### src/cmh_pkg.sv
// Shared types, constants and helpers of the chained MurmurHash2 unit
package cmh_pkg;

	localparam int WORD_W   = 32;
	localparam int BYTES_W  = 3;
	localparam int LEN_W    = 31;
	localparam int CFG_IDX_W = 2;

	localparam logic [WORD_W-1:0] MIX_M = 32'h5bd1e995;
	localparam int MIX_R = 24;
	localparam int FIN_A = 13;
	localparam int FIN_B = 15;

	localparam logic [WORD_W-1:0] SEED_RESET = 32'hcbf29ce4;
	localparam logic [WORD_W-1:0] NULL_RESET = 32'h0a0b0c0d;
	localparam logic [WORD_W-1:0] NULL_LEN   = 32'd4;

	// configuration register indexes
	localparam logic [CFG_IDX_W-1:0] REG_INITIAL_SEED = 2'd0;
	localparam logic [CFG_IDX_W-1:0] REG_NULL_PATTERN = 2'd1;

	// datapath operations, one per cycle
	typedef enum logic [2:0] {
		OP_NONE,
		OP_K1,    // k = k * m
		OP_K2,    // k = (k ^ k >> r) * m
		OP_HM,    // h = h * m ^ k
		OP_TAIL,  // h = (h ^ k) * m, k holds the masked tail bytes
		OP_FIN1,  // h = (h ^ h >> 13) * m
		OP_FIN2   // h = h ^ h >> 15, result register loaded
	} cmh_op_t;

	typedef struct packed {
		logic    load;
		cmh_op_t op;
	} cmh_cmd_t;

	typedef struct packed {
		logic in_full;
		logic in_tail;
		logic in_last;
		logic last_q;
	} cmh_status_t;

	// keeps the valid low bytes of a word; five to seven count as four
	function automatic logic [WORD_W-1:0] byte_mask(input logic [BYTES_W-1:0] n);
		logic [WORD_W-1:0] m;
		m = '0;
		if (n[2]) begin
			m = '1;
		end else begin
			unique case (n[1:0])
				2'd0: m = 32'h0000_0000;
				2'd1: m = 32'h0000_00ff;
				2'd2: m = 32'h0000_ffff;
				2'd3: m = 32'h00ff_ffff;
				default: m = '0;
			endcase
		end
		return m;
	endfunction

endpackage

### src/cmh_if.sv
// Channel interfaces: argument words, hash results and configuration writes
interface cmh_in_if;
	logic                            valid;
	logic                            ready;
	logic [cmh_pkg::WORD_W-1:0]      data_word;
	logic [cmh_pkg::BYTES_W-1:0]     word_bytes;
	logic                            first_word;
	logic                            last_word;
	logic [cmh_pkg::LEN_W-1:0]       arg_length;
	logic                            first_arg;
	logic                            last_arg;
	logic                            is_null;

	modport source (output valid, data_word, word_bytes, first_word, last_word,
		arg_length, first_arg, last_arg, is_null, input ready);
	modport sink (input valid, data_word, word_bytes, first_word, last_word,
		arg_length, first_arg, last_arg, is_null, output ready);
endinterface

interface cmh_out_if;
	logic                       valid;
	logic                       ready;
	logic [cmh_pkg::WORD_W-1:0] hash_value;
	logic                       row_done;

	modport source (output valid, hash_value, row_done, input ready);
	modport sink (input valid, hash_value, row_done, output ready);
endinterface

interface cmh_cfg_if;
	logic                          valid;
	logic                          ready;
	logic [cmh_pkg::CFG_IDX_W-1:0] index;
	logic [cmh_pkg::WORD_W-1:0]    data;

	modport source (output valid, index, data, input ready);
	modport sink (input valid, index, data, output ready);
endinterface

### src/cmh_dp.sv
// Datapath: hash and key registers, shared multiplier, config and result registers
module cmh_dp (
	input  logic                          clk,
	input  logic                          arst_n,
	input  cmh_pkg::cmh_cmd_t             cmd,
	output cmh_pkg::cmh_status_t          st,
	input  logic [cmh_pkg::WORD_W-1:0]    data_word,
	input  logic [cmh_pkg::BYTES_W-1:0]   word_bytes,
	input  logic                          first_word,
	input  logic                          last_word,
	input  logic [cmh_pkg::LEN_W-1:0]     arg_length,
	input  logic                          first_arg,
	input  logic                          last_arg,
	input  logic                          is_null,
	input  logic                          cfg_we,
	input  logic [cmh_pkg::CFG_IDX_W-1:0] cfg_index,
	input  logic [cmh_pkg::WORD_W-1:0]    cfg_data,
	output logic [cmh_pkg::WORD_W-1:0]    hash_value,
	output logic                          row_done
);
	import cmh_pkg::*;

	logic [WORD_W-1:0] seed_q, null_q, h_q, k_q, chain_q, res_q;
	logic              last_q, row_q, res_row_q;
	logic [WORD_W-1:0] seed_sel, mul_a, prod, fin2;

	assign st.in_full = is_null | word_bytes[2];
	assign st.in_tail = !is_null && !word_bytes[2] && (word_bytes[1:0] != 2'd0);
	assign st.in_last = is_null | last_word;
	assign st.last_q  = last_q;

	assign seed_sel = first_arg ? seed_q : chain_q;
	assign fin2     = h_q ^ (h_q >> FIN_B);

	// single multiplier by m, operand chosen by the current operation
	always_comb begin
		unique case (cmd.op)
			OP_K1:   mul_a = k_q;
			OP_K2:   mul_a = k_q ^ (k_q >> MIX_R);
			OP_TAIL: mul_a = h_q ^ k_q;
			OP_FIN1: mul_a = h_q ^ (h_q >> FIN_A);
			default: mul_a = h_q;
		endcase
	end
	assign prod = WORD_W'(mul_a * MIX_M);

	always_ff @(posedge clk or negedge arst_n) begin
		if (!arst_n) begin
			seed_q  <= SEED_RESET;
			null_q  <= NULL_RESET;
			h_q     <= '0;
			chain_q <= '0;
		end else begin
			if (cfg_we) begin
				if (cfg_index == REG_INITIAL_SEED) seed_q <= cfg_data;
				if (cfg_index == REG_NULL_PATTERN) null_q <= cfg_data;
			end
			if (cmd.load) begin
				if (is_null) begin
					h_q <= seed_sel ^ NULL_LEN;
				end else if (first_word) begin
					h_q <= seed_sel ^ {1'b0, arg_length};
				end
			end else begin
				unique case (cmd.op)
					OP_HM:   h_q <= prod ^ k_q;
					OP_TAIL: h_q <= prod;
					OP_FIN1: h_q <= prod;
					OP_FIN2: begin
						h_q     <= fin2;
						chain_q <= fin2;
					end
					default: h_q <= h_q;
				endcase
			end
		end
	end

	always_ff @(posedge clk) begin
		if (cmd.load) begin
			k_q    <= is_null ? null_q : (data_word & byte_mask(word_bytes));
			last_q <= is_null | last_word;
			row_q  <= last_arg;
		end else if (cmd.op == OP_K1 || cmd.op == OP_K2) begin
			k_q <= prod;
		end
		if (cmd.op == OP_FIN2) begin
			res_q     <= fin2;
			res_row_q <= row_q;
		end
	end

	assign hash_value = res_q;
	assign row_done   = res_row_q;

endmodule

### src/cmh_ctrl.sv
// Controller: sequences the shared multiplier and owns the input and output handshakes
module cmh_ctrl (
	input  logic                 clk,
	input  logic                 arst_n,
	input  logic                 in_valid,
	output logic                 in_ready,
	output logic                 out_valid,
	input  logic                 out_ready,
	input  cmh_pkg::cmh_status_t st,
	output cmh_pkg::cmh_cmd_t    cmd
);
	import cmh_pkg::*;

	localparam logic [2:0] S_IDLE = 3'd0;
	localparam logic [2:0] S_K1   = 3'd1;
	localparam logic [2:0] S_K2   = 3'd2;
	localparam logic [2:0] S_HM   = 3'd3;
	localparam logic [2:0] S_TAIL = 3'd4;
	localparam logic [2:0] S_FIN1 = 3'd5;
	localparam logic [2:0] S_FIN2 = 3'd6;

	logic [2:0] state_q, state_d;
	logic       out_valid_q, accept, res_fire;

	assign in_ready  = (state_q == S_IDLE);
	assign accept    = in_valid && in_ready;
	assign out_valid = out_valid_q;
	// result register may be reloaded as it drains
	assign res_fire  = (state_q == S_FIN2) && (!out_valid_q || out_ready);

	always_comb begin
		state_d  = state_q;
		cmd.load = accept;
		cmd.op   = OP_NONE;
		unique case (state_q)
			S_IDLE: begin
				if (accept) begin
					priority if (st.in_full) state_d = S_K1;
					else if (st.in_tail)     state_d = S_TAIL;
					else if (st.in_last)     state_d = S_FIN1;
					else                     state_d = S_IDLE;
				end
			end
			S_K1: begin
				cmd.op  = OP_K1;
				state_d = S_K2;
			end
			S_K2: begin
				cmd.op  = OP_K2;
				state_d = S_HM;
			end
			S_HM: begin
				cmd.op  = OP_HM;
				state_d = st.last_q ? S_FIN1 : S_IDLE;
			end
			S_TAIL: begin
				cmd.op  = OP_TAIL;
				state_d = st.last_q ? S_FIN1 : S_IDLE;
			end
			S_FIN1: begin
				cmd.op  = OP_FIN1;
				state_d = S_FIN2;
			end
			S_FIN2: begin
				if (res_fire) begin
					cmd.op  = OP_FIN2;
					state_d = S_IDLE;
				end
			end
			default: state_d = S_IDLE;
		endcase
	end

	always_ff @(posedge clk or negedge arst_n) begin
		if (!arst_n) begin
			state_q     <= S_IDLE;
			out_valid_q <= 1'b0;
		end else begin
			state_q <= state_d;
			if (res_fire) begin
				out_valid_q <= 1'b1;
			end else if (out_ready) begin
				out_valid_q <= 1'b0;
			end
		end
	end

endmodule

### src/chained_murmur2_hash_unit.sv
// Top level of the chained MurmurHash2 unit
// Hashes each argument of a row with 32-bit MurmurHash2; an argument's hash
// seeds the next one, the first argument of a row takes initial_seed.
// Channels: in_ch takes one 32-bit little-endian word per item with its flags,
// out_ch gives one hash per argument (after its last word or a null item),
// cfg_ch writes initial_seed (index 0) and null_pattern (index 1), always ready.
// One multiplier by m is shared, so words go through one at a time:
//   full word (or null item): steps K1, K2 and HM; partial word: the tail step;
//   empty word: no step. A last word adds the final mixing steps FIN1 and FIN2.
// Results sit in an output register, so new words are taken while a result
// waits; if out_ch stalls, a second finished hash holds the unit until the
// first is taken.
// Reset clears the running hash and chain seed to zero and reloads the
// configuration defaults; no clearing pass is needed.
module chained_murmur2_hash_unit (
	input logic      clk,
	input logic      arst_n,
	cmh_in_if.sink   in_ch,
	cmh_out_if.source out_ch,
	cmh_cfg_if.sink  cfg_ch
);
	import cmh_pkg::*;

	cmh_cmd_t    cmd;
	cmh_status_t st;

	assign cfg_ch.ready = 1'b1;

	cmh_ctrl u_ctrl (
		.clk       (clk),
		.arst_n    (arst_n),
		.in_valid  (in_ch.valid),
		.in_ready  (in_ch.ready),
		.out_valid (out_ch.valid),
		.out_ready (out_ch.ready),
		.st        (st),
		.cmd       (cmd)
	);

	cmh_dp u_dp (
		.clk        (clk),
		.arst_n     (arst_n),
		.cmd        (cmd),
		.st         (st),
		.data_word  (in_ch.data_word),
		.word_bytes (in_ch.word_bytes),
		.first_word (in_ch.first_word),
		.last_word  (in_ch.last_word),
		.arg_length (in_ch.arg_length),
		.first_arg  (in_ch.first_arg),
		.last_arg   (in_ch.last_arg),
		.is_null    (in_ch.is_null),
		.cfg_we     (cfg_ch.valid),
		.cfg_index  (cfg_ch.index),
		.cfg_data   (cfg_ch.data),
		.hash_value (out_ch.hash_value),
		.row_done   (out_ch.row_done)
	);

endmodule

### src/flat_wrapper.sv
// flat-port wrapper written by rule: the top's interface ports become plain ports
module chained_murmur2_hash_unit_flat import cmh_pkg::*;
  (clk, arst_n, in_ch_valid, in_ch_data_word, in_ch_word_bytes, in_ch_first_word, in_ch_last_word, in_ch_arg_length, in_ch_first_arg, in_ch_last_arg, in_ch_is_null, in_ch_ready, out_ch_valid, out_ch_hash_value, out_ch_row_done, out_ch_ready, cfg_ch_valid, cfg_ch_index, cfg_ch_data, cfg_ch_ready);
  cmh_in_if in_ch_i ();
  cmh_out_if out_ch_i ();
  cmh_cfg_if cfg_ch_i ();
  input logic clk;
  input logic arst_n;
  input wire logic [$bits(in_ch_i.valid)-1:0] in_ch_valid;
  input wire logic [$bits(in_ch_i.data_word)-1:0] in_ch_data_word;
  input wire logic [$bits(in_ch_i.word_bytes)-1:0] in_ch_word_bytes;
  input wire logic [$bits(in_ch_i.first_word)-1:0] in_ch_first_word;
  input wire logic [$bits(in_ch_i.last_word)-1:0] in_ch_last_word;
  input wire logic [$bits(in_ch_i.arg_length)-1:0] in_ch_arg_length;
  input wire logic [$bits(in_ch_i.first_arg)-1:0] in_ch_first_arg;
  input wire logic [$bits(in_ch_i.last_arg)-1:0] in_ch_last_arg;
  input wire logic [$bits(in_ch_i.is_null)-1:0] in_ch_is_null;
  output wire logic [$bits(in_ch_i.ready)-1:0] in_ch_ready;
  output wire logic [$bits(out_ch_i.valid)-1:0] out_ch_valid;
  output wire logic [$bits(out_ch_i.hash_value)-1:0] out_ch_hash_value;
  output wire logic [$bits(out_ch_i.row_done)-1:0] out_ch_row_done;
  input wire logic [$bits(out_ch_i.ready)-1:0] out_ch_ready;
  input wire logic [$bits(cfg_ch_i.valid)-1:0] cfg_ch_valid;
  input wire logic [$bits(cfg_ch_i.index)-1:0] cfg_ch_index;
  input wire logic [$bits(cfg_ch_i.data)-1:0] cfg_ch_data;
  output wire logic [$bits(cfg_ch_i.ready)-1:0] cfg_ch_ready;
  assign in_ch_i.valid = in_ch_valid;
  assign in_ch_i.data_word = in_ch_data_word;
  assign in_ch_i.word_bytes = in_ch_word_bytes;
  assign in_ch_i.first_word = in_ch_first_word;
  assign in_ch_i.last_word = in_ch_last_word;
  assign in_ch_i.arg_length = in_ch_arg_length;
  assign in_ch_i.first_arg = in_ch_first_arg;
  assign in_ch_i.last_arg = in_ch_last_arg;
  assign in_ch_i.is_null = in_ch_is_null;
  assign in_ch_ready = in_ch_i.ready;
  assign out_ch_valid = out_ch_i.valid;
  assign out_ch_hash_value = out_ch_i.hash_value;
  assign out_ch_row_done = out_ch_i.row_done;
  assign out_ch_i.ready = out_ch_ready;
  assign cfg_ch_i.valid = cfg_ch_valid;
  assign cfg_ch_i.index = cfg_ch_index;
  assign cfg_ch_i.data = cfg_ch_data;
  assign cfg_ch_ready = cfg_ch_i.ready;
  chained_murmur2_hash_unit u_core (.clk(clk), .arst_n(arst_n), .in_ch(in_ch_i), .out_ch(out_ch_i), .cfg_ch(cfg_ch_i));
endmodule
### config.mk
export PLATFORM = sky130hd
export DESIGN_NAME = chained_murmur2_hash_unit_flat
export DESIGN_NICKNAME = d
export VERILOG_FILES = /design/src/cmh_pkg.sv /design/src/cmh_if.sv /design/src/cmh_dp.sv /design/src/cmh_ctrl.sv /design/src/chained_murmur2_hash_unit.sv /design/src/flat_wrapper.sv
export SDC_FILE = /design/constraint.sdc
export NUM_CORES = 1
export LEC_CHECK = 0
export ABC_AREA = 1
export BUFFER_PORTS_ARGS = -buffer_cell sky130_fd_sc_hd__buf_2
export CAP_MARGIN = 5
export CORE_MARGIN = 2
export CORE_UTILIZATION = 40
export DETAILED_ROUTE_END_ITERATION = 16
export GPL_ROUTABILITY_DRIVEN = 0
export SYNTH_ARGS = -nofsm -noshare
export SYNTH_HDL_FRONTEND = slang
export SYNTH_SLANG_ARGS = --single-unit
export TNS_END_PERCENT = 5
### constraint.sdc
create_clock -name clk -period 9.3 [get_ports clk]
set_clock_uncertainty 0.05 [all_clocks]
set_input_delay 0.93 -clock clk [delete_from_list [all_inputs] [get_ports clk]]
set_output_delay 0.93 -clock clk [all_outputs]
set_load 0.03 [all_outputs]
== After elaboration in Yosys (flattened, before gate mapping) ==
Index checks and enable logic that the tools add are counted.

* Flip-flop bits (word level): 199
* Logic and storage cells: 88
* Output and inout port bits: 36

* $mul: 1
* Equality and inequality tests: 19
* Reductions and logical operators: 23
* Bitwise logic cells: 11
* Multiplexer cells: 23

{| class="wikitable"
|+ Operators by type and width
! operator !! count
|-
| 32-bit two-way mux || 9
|-
| 32-bit one-hot mux with 4 select lines || 2
|-
| 32-bit one-hot mux with 3 select lines || 1
|-
| 32-bit bitwise XOR || 2
|-
| 3-bit one-hot mux with 6 select lines || 2
|-
| 32-bit bitwise AND || 1
|-
| 32-bit by 31-bit multiplier with 32-bit output, second input constant || 1
|-
| 32-bit by 17-bit bitwise XOR with 32-bit output || 1
|-
| 32-bit by 19-bit bitwise XOR with 32-bit output || 1
|-
| 32-bit by 31-bit bitwise XOR with 32-bit output || 1
|-
| 32-bit by 8-bit bitwise XOR with 32-bit output || 1
|-
| 3-bit two-way mux || 7
|-
| 3-bit equality test, second input constant || 6
|-
| 3-bit by 2-bit equality test with 1-bit output, second input constant || 4
|-
| 2-bit AND reduction || 5
|-
| 3-bit by 1-bit equality test with 1-bit output, second input constant || 2
|-
| 2-bit nonzero test || 3
|-
| 2-bit by 1-bit equality test with 1-bit output, second input constant || 2
|-
| 2-bit equality test, second input constant || 2
|-
| 1-bit logical AND || 4
|-
| 2-bit logical NOT || 2
|-
| 4-bit nonzero test || 1
|-
| 2-bit OR reduction || 2
|-
| 1-bit logical NOT || 3
|-
| other kinds (8) || 12
|}

== Logic depth before layout (Yosys ltp) ==
* Depth in word-level cells: 11
* Mapped depth: 42
* Mapped depth without buffers: 42

== Hierarchy ==
A second synthesis with hierarchy kept.

* Cell total of the unflattened synthesis: 2,477
* Area, all modules: 20,384.6 um2

{| class="wikitable"
|+ By module, submodules not included
! module !! cells each !! instances !! seq. area each (um2) !! area each (um2)
|-
| cmh_dp || 2,427 || 1 || 5,250.0 || 20,065.5
|-
| cmh_ctrl || 48 || 1 || 100.1 || 307.8
|-
| chained_murmur2_hash_unit || 2 || 1 || 0.0 || 11.3
|}

== Worst setup path after synthesis ==
No wires, ideal clock.

* Kind: register -> register
* Start point: reg u_core.u_ctrl.state_q[1]
* End point: reg u_core.u_dp.k_q[29] (data pin)
* Path buffers: 2
* Setup slack: 0.784 ns
* Data arrival time: 8.197 ns
* Clock period less this slack: 8.516 ns
* Stages on the path, launching flop included: 27
* Required time: 8.981 ns
* Library setup time: 0.269 ns
* Cells stage by stage: dfrtp_1 -> inv_2 -> nand3_2 -> clkbuf_1 -> clkbuf_1 -> o311ai_0 -> fa_1 -> ha_1 -> inv_1 -> fa_1 -> fa_1 -> inv_1 -> fa_1 -> fa_1 -> fa_1 -> inv_1 -> fa_1 -> inv_1 -> ha_1 -> a21oi_1 -> o21ai_0 -> a21oi_1 -> nand3_1 -> a31o_2 -> or2_2 -> nand3_1 -> o21ai_0

* Cells in the longest elaborated chain, start to end: 9
* Elaborated cells on any way between the ends: 19

{| class="wikitable"
|+ RTL lines
! element !! line !! text
|-
| start: declaration || cmh_ctrl.sv:22 || <nowiki>logic [2:0] state_q, state_d;</nowiki>
|-
| start signal: assignment || cmh_ctrl.sv:79 || <nowiki>state_q <= state_d;</nowiki>
|-
| 3-bit equality test || cmh_ctrl.sv:29, cmh_ctrl.sv:35 ||
|-
| 1-bit logical AND || cmh_ctrl.sv:29 || <nowiki>assign res_fire = (state_q == S_FIN2) && (!out_valid_q || out_ready);</nowiki>
|-
| 3-bit two-way mux || cmh_ctrl.sv:65 || <nowiki>if (res_fire) begin</nowiki>
|-
| 3-bit one-hot mux with 6 select lines || cmh_ctrl.sv:35 || <nowiki>unique case (state_q)</nowiki>
|-
| 3-bit equality test, or another cell as far along || cmh_dp.sv:37 || <nowiki>unique case (cmd.op)</nowiki>
|-
| 32-bit one-hot mux with 4 select lines || cmh_dp.sv:37 ||
|-
| 32-bit by 31-bit multiplier with 32-bit output || cmh_dp.sv:45 || <nowiki>assign prod = WORD_W'(mul_a * MIX_M);</nowiki>
|-
| 32-bit two-way mux || cmh_dp.sv:84 || <nowiki>end else if (cmd.op == OP_K1 || cmd.op == OP_K2) begin</nowiki>
|-
| 32-bit two-way mux (*) || cmh_dp.sv:80 || <nowiki>if (cmd.load) begin</nowiki>
|-
| end signal: assignment || cmh_dp.sv:81 || <nowiki>k_q <= is_null ? null_q : (data_word & byte_mask(word_bytes));</nowiki>
|-
| end signal: assignment || cmh_dp.sv:85 || <nowiki>k_q <= prod;</nowiki>
|-
| end: declaration || cmh_dp.sv:23 || <nowiki>logic [WORD_W-1:0] seed_q, null_q, h_q, k_q, chain_q, res_q;</nowiki>
|}

Mark *: on every way between the ends. The rest lies on a longest branch, timed or not. The select of a mux whose other input is x is not followed.
A chain may end at the register's enable or synchronous reset.

== Final worst setup path ==
* Start point: reg u_core.u_ctrl.state_q[0]
* End point: reg u_core.u_dp.k_q[26] (data pin)

The elaborated chain is that of the path after synthesis.

==> out/results.ini <==
[status]
status = finished, final reports clean

[setup_path]
r2r-end = u_core.u_dp.k_q[26]$_DFFE_PP_
crit_path_end = u_core.u_dp.k_q[26]$_DFFE_PP_
rr_worst_depth = 29
required_ns = 9.44
crit_path_top_delay_cell = fa_1
ff2ff_setup_slack_ns = 0.79
crit_path_frequent_cell = fa_1
start_kind = register
cp_slowest_stage_delay_ns = 0.65
critPathLaunch = u_core.u_ctrl.state_q[0]$_DFFE_PN0P_
critical_path.endpoint_type = register
arrival_ns = 8.65
timing.rr.start = u_core.u_ctrl.state_q[0]$_DFFE_PN0P_
critPathKind = register to register
cp_max_fo = 11

[detailed_routing]
routed_via_density = 5.28
dr.pass1.iters = 6
wl_mm = 63.8
vias = 17161
ant_nets = 0
wl_per_cell_microns = 19.6
drt-initial-drc-count = 1393
drc = 0

[clock_tree]
cts_buffer_depth = 2
path_clk_slew_ns = 0.08
cts_setup_buffers = 0
cts.htree.levels = 4
cts.sinks = 199
root_buffer = clkbuf_16
cts-buffers-inserted = 17
cts_tree = built
ctsHoldBuffers = 0
clk_latency_ns = 0.46
post_cts_resized = 0

[global_route]
grt_usage = 0.248
grt_max_degree = 76
grt_pass1_wl_mm = 100
antenna_found_initial = 0
grt_pass1_vias = 17390
grt-ovfl-total = 0

[flow_run]
maxCapViolations = 0

[logic_synthesis]
yosysTopAreaCell = fa_1
netlist_area_sq_um = 20200
synth_edf_count = 67
synth_cell_types = 52
async_flop_share = 0.663
seq_area_frac_synth = 0.265
syn-num-nets = 2947
synth-seq-cells = 199
synth_warnings = 0
yosys_most_used_dff = dfrtp_1
syn_avg_cell_area_sq_um = 8.25
synth_top_area_share = 0.177
synthCells = 2444
synth.area.top_cells = fa_1, ha_1, dfrtp_1

[timing]
maxSlewViolCount = 0
post-route-min-period_ns = 8.51
rsz0062_at_grt = no
finalCritPeriodShare = 0.915
worstMarginPinSlew_ns = 1.06
hold_viol_final = 0
clock.fmax_mhz = 118
fin_setup_tns_ns = 0
setup_violations = 0
relSlewSlack = 0.290

[layout]
fin_nets = 3067
fin_cells = 3250
drive_gt1_frac = 0.116
utilization = 0.446
syn2layout_area_growth_pct = 10.4
n_fill_cell = 4998

[die]
rows = 82
coreArea_sq_um = 50000
ioPinCount = 146
die-area_sq_um = 52200
die_w_microns = 229
die_h_microns = 229
initial_core_util = 0.404

[place]
dp_cells = 3217
hpwl_mm = 51.4
port_buffers = 144

[hold_path]
hp-class = register to register
min_path_cells = 0

layout make-up:
class                   count  area (sq um)  area share
clock inverters            15           144     0.00646
diodes                      1          2.50    0.000112
inverters                 546          2050      0.0921
well taps                 672           841      0.0378
repair buffers            176           967      0.0434
flip-flops and latches    199          5350       0.240
multi-input cells        1624         12500       0.561
clock buffers              17           425      0.0191
metal layers:
layer  global-route usage  routed length (microns)
met1                0.326                    26900
met2                0.406                    29500
met3               0.0294                     3960
met4                0.126                     3430
met5                    0                        0
per-stage QoR:
step	instance area, sq um	hold slack, ns	worst slack (ns)
after floorplan	20200	0.350	0.784
after global placement	21700	0.353	1.10
after detailed placement	21700	0.362	0.932
after CTS	22300	0.374	0.904
after global routing	22300	0.378	0.332
final	22300	0.370	0.791
cells in the mapped netlist, types with 3 or more instances:
library cell	number
nand2_2	7
nand3b_1	9
inv_1	536
clkbuf_1	54
a21o_1	3
nand2_4	3
o311ai_0	6
dfstp_2	28
nand2_1	431
a31oi_1	17
a21oi_2	3
nor2_4	3
a221oi_1	4
nand3_1	91
xnor2_1	13
buf_1	9
o21bai_1	6
buf_2	7
o211ai_1	14
nor3_1	9
dfrtp_1	104
a32oi_1	11
buf_6	3
nand3_2	6
xor2_1	53
edfxtp_1	67
o21ai_1	7
or2_2	13
o221ai_1	3
fa_1	178
o21ai_0	213
ha_1	215
a21oi_1	125
inv_2	10
a211oi_1	7
nand4_1	10
o22ai_1	18
nor2_1	110
nor2_2	3
a22oi_1	19
worst max-delay path, delay by kind of cell, from the launching register on:
kind | cells | cell delay [ns]
buf+inv | 8 | 0.82
flops | 1 | 0.63
compound gates | 7 | 1.43
fa+ha+maj | 9 | 4.20
simple gates | 5 | 1.13
logic make-up after synthesis:
| family | Yosys count | share of synthesized area |
|---|---|---|
| flip-flops | 199 | 0.265 |
| buffers and inverters | 621 | 0.118 |
| AO/OA/AOI/OAI | 464 | 0.130 |
| XOR/XNOR | 66 | 0.0287 |
| AND/OR/NAND/NOR | 700 | 0.148 |
| adder cells (fa/ha/maj) | 393 | 0.310 |
| other | 1 | 0.000186 |
worst min-delay path by stage:
stage | endpoint | start
global route | u_core.u_dp.row_done$_DFFE_PP_ | u_core.u_dp.row_q$_DFFE_PP_
global placement | u_core.u_dp.row_done$_DFFE_PP_ | u_core.u_dp.row_q$_DFFE_PP_
finish | u_core.u_dp.row_done$_DFFE_PP_ | u_core.u_dp.row_q$_DFFE_PP_
detailed placement | u_core.u_dp.row_done$_DFFE_PP_ | u_core.u_dp.row_q$_DFFE_PP_
CTS | u_core.u_dp.row_done$_DFFE_PP_ | u_core.u_dp.row_q$_DFFE_PP_
floorplan | u_core.u_dp.row_done$_DFFE_PP_ | u_core.u_dp.row_q$_DFFE_PP_
flip-flops by register name, indices dropped and copies added, names as in the netlist:
register and cells:
u_core.u_dp.chain_q 32, u_core.u_dp.hash_value 32, u_core.u_dp.k_q 32, u_core.u_dp.last_q 1, u_core.u_dp.row_done 1, u_core.u_dp.seed_q 32, u_core.u_ctrl.out_valid 1, u_core.u_dp.h_q 32
u_core.u_dp.null_q 32, u_core.u_ctrl.state_q 3, u_core.u_dp.row_q 1
cell usage in the layout, fill, tap and decap left out, types with 7 or more instances in the layout:
cell / instances
xnor2_1: 13
o21ai_0: 211
a211oi_1: 7
o211ai_1: 14
inv_1: 535
fa_1: 178
a21oi_1: 125
nand4_1: 10
o22ai_1: 18
nand3_1: 91
dfstp_2: 28
or2_2: 13
clkbuf_16: 17
edfxtp_1: 67
inv_2: 11
dfrtp_1: 104
a22oi_1: 19
xor2_1: 53
nand2_1: 428
nor3_1: 9
buf_4: 32
ha_1: 215
a31oi_1: 17
a32oi_1: 11
nand3b_1: 9
buf_2: 143
o21ai_1: 9
nand2_2: 10
nor2_1: 110
Power is left out: the tool's default activity adds up to more than one toggle a clock period on the data nets, which glitch-free logic cannot reach.
